File: src/rtl/core/spq_pkg.sv
// Package for the sorted priority queue: operation codes, field widths,
// item and result structs, and the stored slot layout. No dependencies.
package spq_pkg;

  localparam int CAPACITY_DEF = 16;
  localparam int PRIO_W       = 8;
  localparam int PAYLOAD_W    = 64;
  localparam int COUNT_OUT_W  = 5;

  localparam logic [1:0] FUNC_INSERT = 2'd0;
  localparam logic [1:0] FUNC_DELETE = 2'd1;
  localparam logic [1:0] FUNC_DUMP   = 2'd2;
  localparam logic [1:0] FUNC_CLEAR  = 2'd3;

  localparam logic STATUS_OK      = 1'b0;
  localparam logic STATUS_DROPPED = 1'b1;

  typedef struct packed {
    logic [1:0]           func;
    logic [PRIO_W-1:0]    priority_req;
    logic [PAYLOAD_W-1:0] payload;
  } cmd_t;

  typedef struct packed {
    logic                   status;
    logic                   entry_valid;
    logic [PRIO_W-1:0]      entry_priority;
    logic [PAYLOAD_W-1:0]   entry_payload;
    logic [COUNT_OUT_W-1:0] removed_count;
    logic [COUNT_OUT_W-1:0] occupancy;
    logic                   last;
  } res_t;

  typedef struct packed {
    logic [PRIO_W-1:0]    prio;
    logic [PAYLOAD_W-1:0] payload;
  } slot_t;

  function automatic res_t make_res(input logic                   status,
                                    input logic                   entry_valid,
                                    input logic [PRIO_W-1:0]      entry_priority,
                                    input logic [PAYLOAD_W-1:0]   entry_payload,
                                    input logic [COUNT_OUT_W-1:0] removed_count,
                                    input logic [COUNT_OUT_W-1:0] occupancy,
                                    input logic                   last);
    res_t r;
    r.status         = status;
    r.entry_valid    = entry_valid;
    r.entry_priority = entry_priority;
    r.entry_payload  = entry_payload;
    r.removed_count  = removed_count;
    r.occupancy      = occupancy;
    r.last           = last;
    return r;
  endfunction

endpackage

File: src/rtl/core/spq_mem.sv
// Slot store of the sorted priority queue: one write port, one read port,
// read data registered. Depends on spq_pkg for the slot layout.
module spq_mem #(
  parameter int DEPTH  = spq_pkg::CAPACITY_DEF,
  parameter int ADDR_W = $clog2(DEPTH)
) (
  input  logic                clk,
  input  logic                we,
  input  logic [ADDR_W-1:0]   waddr,
  input  spq_pkg::slot_t      wdata,
  input  logic [ADDR_W-1:0]   raddr,
  output spq_pkg::slot_t      rdata
);

  spq_pkg::slot_t mem [DEPTH];

  always_ff @(posedge clk) begin
    if (we) begin
      mem[waddr] <= wdata;
    end
  end

  always_ff @(posedge clk) begin
    rdata <= mem[raddr];
  end

endmodule

File: src/rtl/core/spq_ctrl.sv
// Sequencer of the sorted priority queue: walks the slot store for insert,
// delete and dump, and holds the entry count. Depends on spq_pkg.
module spq_ctrl #(
  parameter int CAPACITY = spq_pkg::CAPACITY_DEF,
  parameter int ADDR_W   = $clog2(CAPACITY),
  parameter int CNT_W    = $clog2(CAPACITY + 1)
) (
  input  logic                clk,
  input  logic                rst,
  input  logic                start,
  output logic                busy,
  input  spq_pkg::cmd_t       cmd,
  output spq_pkg::res_t       result,
  output logic                result_valid,
  output logic                we,
  output logic [ADDR_W-1:0]   waddr,
  output spq_pkg::slot_t      wdata,
  output logic [ADDR_W-1:0]   raddr,
  input  spq_pkg::slot_t      rdata
);

  localparam logic [2:0] S_IDLE    = 3'd0;
  localparam logic [2:0] S_INS_RD  = 3'd1;
  localparam logic [2:0] S_INS_CMP = 3'd2;
  localparam logic [2:0] S_DEL_RD  = 3'd3;
  localparam logic [2:0] S_DEL_CMP = 3'd4;
  localparam logic [2:0] S_DMP_RD  = 3'd5;
  localparam logic [2:0] S_DMP_OUT = 3'd6;

  localparam logic [spq_pkg::COUNT_OUT_W-1:0] ZERO5 = '0;

  logic [2:0]                     state;
  logic [CNT_W-1:0]               count;
  logic [CNT_W-1:0]               idx;
  logic [CNT_W-1:0]               wr;
  logic [spq_pkg::PRIO_W-1:0]     key;
  logic [spq_pkg::PAYLOAD_W-1:0]  new_payload;

  logic [CNT_W-1:0] idx_dec;
  logic [CNT_W-1:0] idx_inc;
  logic [CNT_W-1:0] count_inc;
  logic [CNT_W-1:0] wr_next;
  logic             keep;
  spq_pkg::slot_t   new_slot;

  function automatic logic [spq_pkg::COUNT_OUT_W-1:0] fit5(input logic [CNT_W-1:0] v);
    logic [31:0] w;
    w = 32'(v);
    return w[spq_pkg::COUNT_OUT_W-1:0];
  endfunction

  assign busy      = (state != S_IDLE);
  assign idx_dec   = CNT_W'(idx - 1'b1);
  assign idx_inc   = CNT_W'(idx + 1'b1);
  assign count_inc = CNT_W'(count + 1'b1);
  assign keep      = (rdata.prio != key);
  assign wr_next   = keep ? CNT_W'(wr + 1'b1) : wr;
  assign new_slot  = '{prio: key, payload: new_payload};

  // Memory port control.
  always_comb begin
    we    = 1'b0;
    waddr = idx[ADDR_W-1:0];
    wdata = new_slot;
    raddr = idx[ADDR_W-1:0];
    case (state)
      S_INS_RD: begin
        raddr = idx_dec[ADDR_W-1:0];
        we    = (idx == '0);
      end
      S_INS_CMP: begin
        // Larger priorities move up one slot; the new entry lands above
        // the first entry that is not larger.
        we    = 1'b1;
        wdata = (rdata.prio > key) ? rdata : new_slot;
      end
      S_DEL_CMP: begin
        we    = keep;
        waddr = wr[ADDR_W-1:0];
        wdata = rdata;
      end
      default: begin
        we = 1'b0;
      end
    endcase
  end

  always_ff @(posedge clk) begin
    if (rst) begin
      state        <= S_IDLE;
      count        <= '0;
      result_valid <= 1'b0;
    end else begin
      case (state)
        S_IDLE: begin
          if (start) begin
            key         <= cmd.priority_req;
            new_payload <= cmd.payload;
            // Insert walks down from the top entry, the others up from slot zero.
            idx         <= (cmd.func == spq_pkg::FUNC_INSERT) ? count : '0;
            wr          <= '0;
            case (cmd.func)
              spq_pkg::FUNC_INSERT: begin
                if (count >= CNT_W'(CAPACITY)) begin
                  result_valid <= 1'b1;
                  result <= spq_pkg::make_res(spq_pkg::STATUS_DROPPED, 1'b0, '0, '0,
                                              ZERO5, fit5(count), 1'b1);
                end else begin
                  result_valid <= 1'b0;
                  state        <= S_INS_RD;
                end
              end
              spq_pkg::FUNC_DELETE: begin
                if (count == '0) begin
                  result_valid <= 1'b1;
                  result <= spq_pkg::make_res(spq_pkg::STATUS_OK, 1'b0, '0, '0,
                                              ZERO5, ZERO5, 1'b1);
                end else begin
                  result_valid <= 1'b0;
                  state        <= S_DEL_RD;
                end
              end
              spq_pkg::FUNC_DUMP: begin
                if (count == '0) begin
                  result_valid <= 1'b1;
                  result <= spq_pkg::make_res(spq_pkg::STATUS_OK, 1'b0, '0, '0,
                                              ZERO5, ZERO5, 1'b1);
                end else begin
                  result_valid <= 1'b0;
                  state        <= S_DMP_RD;
                end
              end
              default: begin
                count        <= '0;
                result_valid <= 1'b1;
                result <= spq_pkg::make_res(spq_pkg::STATUS_OK, 1'b0, '0, '0,
                                            ZERO5, ZERO5, 1'b1);
              end
            endcase
          end else begin
            result_valid <= 1'b0;
          end
        end
        S_INS_RD: begin
          if (idx == '0) begin
            count        <= count_inc;
            result_valid <= 1'b1;
            result <= spq_pkg::make_res(spq_pkg::STATUS_OK, 1'b0, '0, '0,
                                        ZERO5, fit5(count_inc), 1'b1);
            state        <= S_IDLE;
          end else begin
            result_valid <= 1'b0;
            state        <= S_INS_CMP;
          end
        end
        S_INS_CMP: begin
          if (rdata.prio > key) begin
            result_valid <= 1'b0;
            idx          <= idx_dec;
            state        <= S_INS_RD;
          end else begin
            count        <= count_inc;
            result_valid <= 1'b1;
            result <= spq_pkg::make_res(spq_pkg::STATUS_OK, 1'b0, '0, '0,
                                        ZERO5, fit5(count_inc), 1'b1);
            state        <= S_IDLE;
          end
        end
        S_DEL_RD: begin
          result_valid <= 1'b0;
          state        <= S_DEL_CMP;
        end
        S_DEL_CMP: begin
          wr <= wr_next;
          if (idx_inc == count) begin
            count        <= wr_next;
            result_valid <= 1'b1;
            result <= spq_pkg::make_res(spq_pkg::STATUS_OK, 1'b0, '0, '0,
                                        fit5(CNT_W'(count - wr_next)),
                                        fit5(wr_next), 1'b1);
            state        <= S_IDLE;
          end else begin
            result_valid <= 1'b0;
            idx          <= idx_inc;
            state        <= S_DEL_RD;
          end
        end
        S_DMP_RD: begin
          result_valid <= 1'b0;
          state        <= S_DMP_OUT;
        end
        S_DMP_OUT: begin
          result_valid <= 1'b1;
          result <= spq_pkg::make_res(spq_pkg::STATUS_OK, 1'b1, rdata.prio, rdata.payload,
                                      ZERO5, fit5(count), idx_inc == count);
          if (idx_inc == count) begin
            state <= S_IDLE;
          end else begin
            idx   <= idx_inc;
            state <= S_DMP_RD;
          end
        end
        default: begin
          result_valid <= 1'b0;
          state        <= S_IDLE;
        end
      endcase
    end
  end

endmodule

File: src/rtl/core/sorted_priority_queue.sv
// Insert walks the slot store from the top entry down, and delete and dump walk it
// up from slot zero; dump gives one result per entry held, the last one marked last.
// Full insert, clear and empty delete or dump answer straight from the idle state. busy
// stays high until the cycle that shows the item's last result, and the next item can
// be taken at the end of that cycle; the receiver cannot stall results. Synchronous
// reset empties the queue and idles the sequencer; it does not clear the slot store.
// Top level of the sorted priority queue. Depends on spq_pkg, spq_mem and
// spq_ctrl.
module sorted_priority_queue #(
  parameter int CAPACITY = spq_pkg::CAPACITY_DEF
) (
  input  logic          clk,
  input  logic          rst,
  input  logic          start,
  output logic          busy,
  input  spq_pkg::cmd_t cmd,
  output spq_pkg::res_t result,
  output logic          result_valid
);

  // Entries live in a single slot store: the sequencer issues a read, then
  // acts on the registered data. Data read from slots above the entry count is
  // never used, so the store needs no clearing.
  localparam int ADDR_W = $clog2(CAPACITY);
  localparam int CNT_W  = $clog2(CAPACITY + 1);

  logic              we;
  logic [ADDR_W-1:0] waddr;
  logic [ADDR_W-1:0] raddr;
  spq_pkg::slot_t    wdata;
  spq_pkg::slot_t    rdata;

  // Insert walks down from the top entry, moving each larger priority up by
  // one slot, so equal priorities keep their arrival order. Delete compacts
  // the kept entries towards slot zero; the write pointer never passes the
  // read pointer, so no forwarding is needed.
  spq_ctrl #(
    .CAPACITY (CAPACITY),
    .ADDR_W   (ADDR_W),
    .CNT_W    (CNT_W)
  ) u_ctrl (
    .clk          (clk),
    .rst          (rst),
    .start        (start),
    .busy         (busy),
    .cmd          (cmd),
    .result       (result),
    .result_valid (result_valid),
    .we           (we),
    .waddr        (waddr),
    .wdata        (wdata),
    .raddr        (raddr),
    .rdata        (rdata)
  );

  spq_mem #(
    .DEPTH  (CAPACITY),
    .ADDR_W (ADDR_W)
  ) u_mem (
    .clk   (clk),
    .we    (we),
    .waddr (waddr),
    .wdata (wdata),
    .raddr (raddr),
    .rdata (rdata)
  );

endmodule

File: config.mk
export PLATFORM = sky130hd
export DESIGN_NAME = sorted_priority_queue
export DESIGN_NICKNAME = d
export VERILOG_FILES = /design/src/rtl/core/spq_pkg.sv /design/src/rtl/core/spq_mem.sv /design/src/rtl/core/spq_ctrl.sv /design/src/rtl/core/sorted_priority_queue.sv
export SDC_FILE = /design/constraint.sdc
export NUM_CORES = 2
export LEC_CHECK = 0
export ABC_AREA = 0
export BUFFER_PORTS_ARGS = -buffer_cell sky130_fd_sc_hd__buf_2
export CELL_PAD_IN_SITES_DETAIL_PLACEMENT = 1
export CELL_PAD_IN_SITES_GLOBAL_PLACEMENT = 1
export CORE_MARGIN = 5
export CORE_UTILIZATION = 25
export DETAILED_ROUTE_END_ITERATION = 16
export PLACE_DENSITY = 0.46
export RECOVER_POWER = 50
export SYNTH_ARGS = -nofsm -noshare
export SYNTH_HDL_FRONTEND = slang
export SYNTH_SLANG_ARGS = --single-unit
File: constraint.sdc
create_clock -name clk -period 12.7 [get_ports clk]
set_input_delay 1.905 -clock clk [delete_from_list [all_inputs] [get_ports clk]]
set_output_delay 1.905 -clock clk [all_outputs]
set_load 0.01 [all_outputs]
Word level (Yosys, flattened, before mapping)

Memories as Yosys holds them, arrays and structs flattened. A register that Yosys moved wholly into a read port is not among the register bits.
Cells that the tools add are included.

Flip-flop bits (word level): 176
Memory bits (writable): 1,152
Input bits: 77
Memories kept: 1

$add $sub $neg: 5
Order comparisons: 2
Equality and inequality tests: 23
Mux-type cells: 47
Bitwise gates (word level): 1
Reductions and logical operators: 18

Memory list:

| name      | words | width | rd ports | clocked after memory_dff | write ports | line          | text |
|---|---|---|---|---|---|---|---|
| u_mem.mem | 16    | 72    | 1        | 1                        | 1           | spq_mem.sv:15 | `spq_pkg::slot_t mem [DEPTH];` |

Operators with widths:

| operator            | number |
|---|---|
| $mux 85             | 6 |
| $pmux 85 s5         | 1 |
| $pmux 85 s2         | 1 |
| $pmux 72 s2         | 1 |
| $mux 72             | 1 |
| $mux 5              | 11 |
| $pmux 3 s7          | 1 |
| $pmux 5 s4          | 1 |
| $add 5x1->5 const B | 3 |
| $mux 3              | 5 |
| $pmux 5 s3          | 1 |
| $ne 3x3->1 const B  | 4 |
| $logic_not 5->1     | 2 |
| $pmux 5 s2          | 1 |
| $reduce_and 5->1    | 2 |
| $eq 3x3->1 const B  | 3 |
| $mux 1              | 9 |
| $pmux 3 s3          | 1 |
| $gt 8x8->1          | 1 |
| $mux 4              | 2 |
| $ne 2x2->1 const B  | 4 |
| $ne 8x8->1          | 1 |
| $reduce_and 8->1    | 1 |
| $eq 3x2->1 const B  | 2 |
| other kinds (25)    | 31 |

Depth between registers and ports, before layout

Depth in word-level cells: 5
Mapped depth: 12
Gate-level depth less buffers: 12

Modules after synthesis

A second synthesis with hierarchy kept.

Cell total of the unflattened synthesis: 2,441
Area, all modules: 52,783.1 um^2

By module, submodules not included:

| module   | instances | cells each | area an instance (um^2) | sequential area each (um^2) |
|---|---|---|---|---|
| spq_mem  | 1         | 1,850      | 44,550.2                | 36,034.6 |
| spq_ctrl | 1         | 591        | 8,232.9                 | 5,195.0 |

Worst setup path before layout

Ideal clock, no wire load.

Path kind: input port to flip-flop
Start: in cmd[72] (netlist name)
End: reg, netlist name u_ctrl.result[0]
Library setup time: 0.633 ns
Data arrival time: 8.166 ns
Required time: 12.067 ns
Setup slack: 3.900 ns
Stages on the path: 5
Path buffers: 0
Cell sequence: inv_1 ha_1 nand2_1 a31oi_1 nor3_1

Cells in the longest elaborated chain, start to end: 4
Elaborated cells on any way between the ends: 7

RTL lines:

| item                                     | line                        | text |
|---|---|---|
| start: declaration                       | sorted_priority_queue.sv:16 | `input spq_pkg::cmd_t cmd,` |
| $eq 2x1->1 or $eq 2x2->1 (tied branches) | spq_ctrl.sv:102             | `case (cmd.func)` |
| $reduce_or 2->1 (no source line)         | n/a                         |  |
| $ne 3x2->1 (no source line)              | n/a                         |  |
| $reduce_and 8->1 (no source line) *      | n/a                         |  |

Mark *: on every way between the ends. The rest lies on a longest branch, timed or not.
A chain may end at the register's enable or synchronous reset.

==> results by group <==
Power
  • Maximum vdd drop: 0.169 mV
  • Leakage: 20.2 nW
  • P per Cell Area: 224 nW/um^2

Timing
  • Worst Skew: 0.0314 ns
  • Slew headroom: -352%
  • Period minus WS final: 8.54 ns
  • Slew Viols, Final: 844
  • Final setup TNS: 0 ns
  • Fin crit share: 67.2%
  • RSZ-0062 raised after global routing: false
  • Fmax: 117 MHz
  • Final Setup Violations: 0
  • Final Hold Violating Endpoints: 0
  • Worst-margin pin slew: 6.78 ns

Drt
  • Vias/cell: 4.33
  • Remaining antenna violation count: 0
  • Via Count: 24393
  • Avg WL per Cell: 24.3 um
  • DRC viols: 0
  • Metal3 WL: 5740 um
  • DRT iter0 DRCs: 1403
  • Max Used Layer: met4
  • Routed wl met2: 67100 um
  • WL final: 137000 um
  • Drt pass-1 iters: 4
  • M1 wire length: 61800 um

GRT
  • Total GRT Usage: 12.2%
  • Gr ovfl total: 0
  • Initial antenna violation count: 10
  • Vias in the first global route: 27229
  • Largest net degree at the start of global routing: 126
  • First-pass GRT wire length: 198000 um

Synth
  • Mapped Cells: 2421
  • Seq cells post-synth: 1400
  • Async S/R FF share, synth: 0%
  • Seq/Total Area, Yosys: 77.3%
  • Syn Nets: 2519
  • Synth area leaders: edfxtp_1 (74%), mux4_2 (12%), mux2i_1 (4.1%)
  • Top-area cell type share of the netlist area: 74.3%
  • Netlist Area Pre-Place: 53300 sq um
  • Syn. warnings: 0
  • Largest area contributor in the netlist: edfxtp_1
  • Mean area per synthesized cell: 22.0 sq um
  • Post-synth cell types: 56
  • Top_reg_cell synth: edfxtp_1
  • Post-synth EDFFs: 1319

Worst setup path
  • RR Startpoint: u_ctrl.key[7]
  • End of the worst register-to-register path: u_mem.mem[5][64]
  • Crit Path Class: reg2reg
  • Crit. End Element: flip-flop
  • CP Launch Type: flip-flop
  • CP peak stage delay: 4.71 ns
  • Worst reg2reg setup slack: 4.16 ns
  • Worst path required time: 13.10 ns
  • Family with the most delay on the worst path: buffers and inverters
  • Max FO, Critical Path: 72
  • Slowest stage cell, crit path: clkbuf_1
  • R2R depth: 9
  • WP depth: 9
  • Critical Path AT: 8.94 ns
  • Critical Path Sink: u_mem.mem[5][64]
  • Critical path startpoint: u_ctrl.key[7]
  • Crit-path cells: inv_1, ha_1, nand4_1, or2_0, and3_1, a211oi_4, clkbuf_1, nand2_1, o21ai_1
  • CP bufs+invs: 2

Clocking
  • Clk_lat worst skew: 0.80 ns
  • Post CTS Setup Buffer Count: 0
  • PostCTS Resize Cnt: 0
  • CTS max path bufs: 3
  • Reg clk slew, reported paths: 0.06 ns
  • CTS tree: done
  • H-Tree Depth: 4
  • Num CTS Buffers: 159
  • Post-CTS Hold Fix Bufs: 0
  • Num Clock Sinks: 1400
  • Clk Tree Root Cell: clkbuf_16

Worst hold path
  • Min-delay worst type: reg2reg

Placed design
  • DP HPWL: 71700 um
  • Port bufs: 163
  • Placed insts: 5342
  • GP Congestion: 0.726

Final layout
  • Nets: 2780
  • Layout cells sized above 1: 22.6%
  • Synthesis-to-layout area growth: 17.9%
  • Fin cells: 5637

Floorplan
  • I/O pins: 164
  • Die Width: 472 um
  • Initial core utilization: 25.1%
  • Rows: 169
  • Core box area: 212000 sq um
  • Die Ht: 472 um
  • Die area: 223000 sq um

Flow run
  • Max-cap violations: 21

Run status
  • Status: finished, violations left
  • Failing checks: max-capacitance violations, max-slew violations
## stage by stage
stage | util, % | hold WS (ns) | area [sq um] | worst slack [ns] | power, mW
finish | 29.6 | 0.527 | 62900 | 4.16 | 14.1
global route | 29.6 | 0.555 | 62900 | 3.40 | 14.9
CTS | 29.8 | 0.533 | 63100 | 7.20 | 14.4
detailed placement | 27.2 | 0.519 | 57800 | 7.25 | 9.68
global placement | 27.2 | 0.516 | 57800 | 7.31 | 9.61
floorplan | - | 0.499 | 53300 | 3.90 | 8.54
## final cells by class
class,count,area (sq um)
timing repair buffer,215,1040
inverter,24,90.1
fill,21269,149000
tap,2821,3530
antenna,1,2.50
clock buffer,221,4370
sequential,1400,41200
multi-input combinational,882,11600
clock inverter,73,962
## cells in the mapped netlist (all sizes together) (2+ instances only)
cell type	instances
a211o	2
a211oi	2
a21boi	2
a21o	2
a21oi	15
a221o	2
a311oi	3
a31oi	6
and2	74
and3	6
buf	78
clkbuf	37
dfxtp	81
edfxtp	1319
ha	21
inv	24
mux2	71
mux2i	218
mux4	288
nand2	22
nand2b	2
nand3	5
nand4	2
nor2	41
nor2b	2
nor3	18
nor3b	3
o2111ai	2
o211ai	3
o21a	4
o21ai	20
o22ai	2
o311ai	2
o31ai	3
or2	3
xnor2	11
xor2	12
## power by group
| part | total, mW | internal (mW) | switching [mW] |
|---|---|---|---|
| logic | 3.51 | 1.54 | 1.97 |
| clock network | 4.65 | 2.77 | 1.88 |
| registers | 5.95 | 5.74 | 0.212 |
## cells in the final DEF (no fill, tap or decap), drive strengths merged, types with 3 or more instances in the layout
cell    instances
edfxtp       1319
clkbuf        346
mux4          288
mux2i         218
buf            90
dfxtp          81
and2           74
mux2           71
clkinv         45
nor2           41
inv            34
nand2          22
ha             21
o21ai          20
nor3           18
bufinv         17
a21oi          15
xor2           12
xnor2          11
and3            6
a31oi           6
nand3           5
o21a            4
o211ai          3
o31ai           3
nor3b           3
a311oi          3
or2             3
## worst min-delay path by stage
stage          cells past startpoint                end  slack (ns)            start
2_1_floorplan                      1  u_ctrl.result[13]        0.50   u_mem.rdata[2]
3_3_place_gp                       1  u_ctrl.result[67]        0.52  u_mem.rdata[56]
3_5_place_dp                       1  u_ctrl.result[67]        0.52  u_mem.rdata[56]
4_1_cts                            1  u_ctrl.result[67]        0.53  u_mem.rdata[56]
5_1_grt                            1  u_ctrl.result[67]        0.56  u_mem.rdata[56]
6_report                           1  u_ctrl.result[67]        0.53  u_mem.rdata[56]
## metal layers
metal  GRT usage [%]  up-vias
met3            2.47      166
li1                -    10528
met4            3.02        0
met1            16.3    13195
met2            20.5      504
met5               0        -
## sequential cells by signal, indices dropped and copies added (netlist names)
name,cells
u_ctrl.idx,5
u_ctrl.result_valid,1
u_ctrl.count,5
u_ctrl.wr,5
u_ctrl.result,85
u_mem.rdata,72
u_ctrl.new_payload,64
u_ctrl.state,3
u_mem.mem,1152
u_ctrl.key,8
## kinds of logic after synthesis
kind of cell             count (synthesis)  synth area share, %
flip-flops                            1400                 77.3
multiplexers                           577                 17.8
AND/OR/NAND/NOR                        181                 1.81
buffers and inverters                  139                 1.14
AO/OA/AOI/OAI                           77                0.974
XOR/XNOR                                25                0.507
adder cells (fa/ha/maj)                 22                0.511
Note: power is estimated with default switching activity, not from simulation.
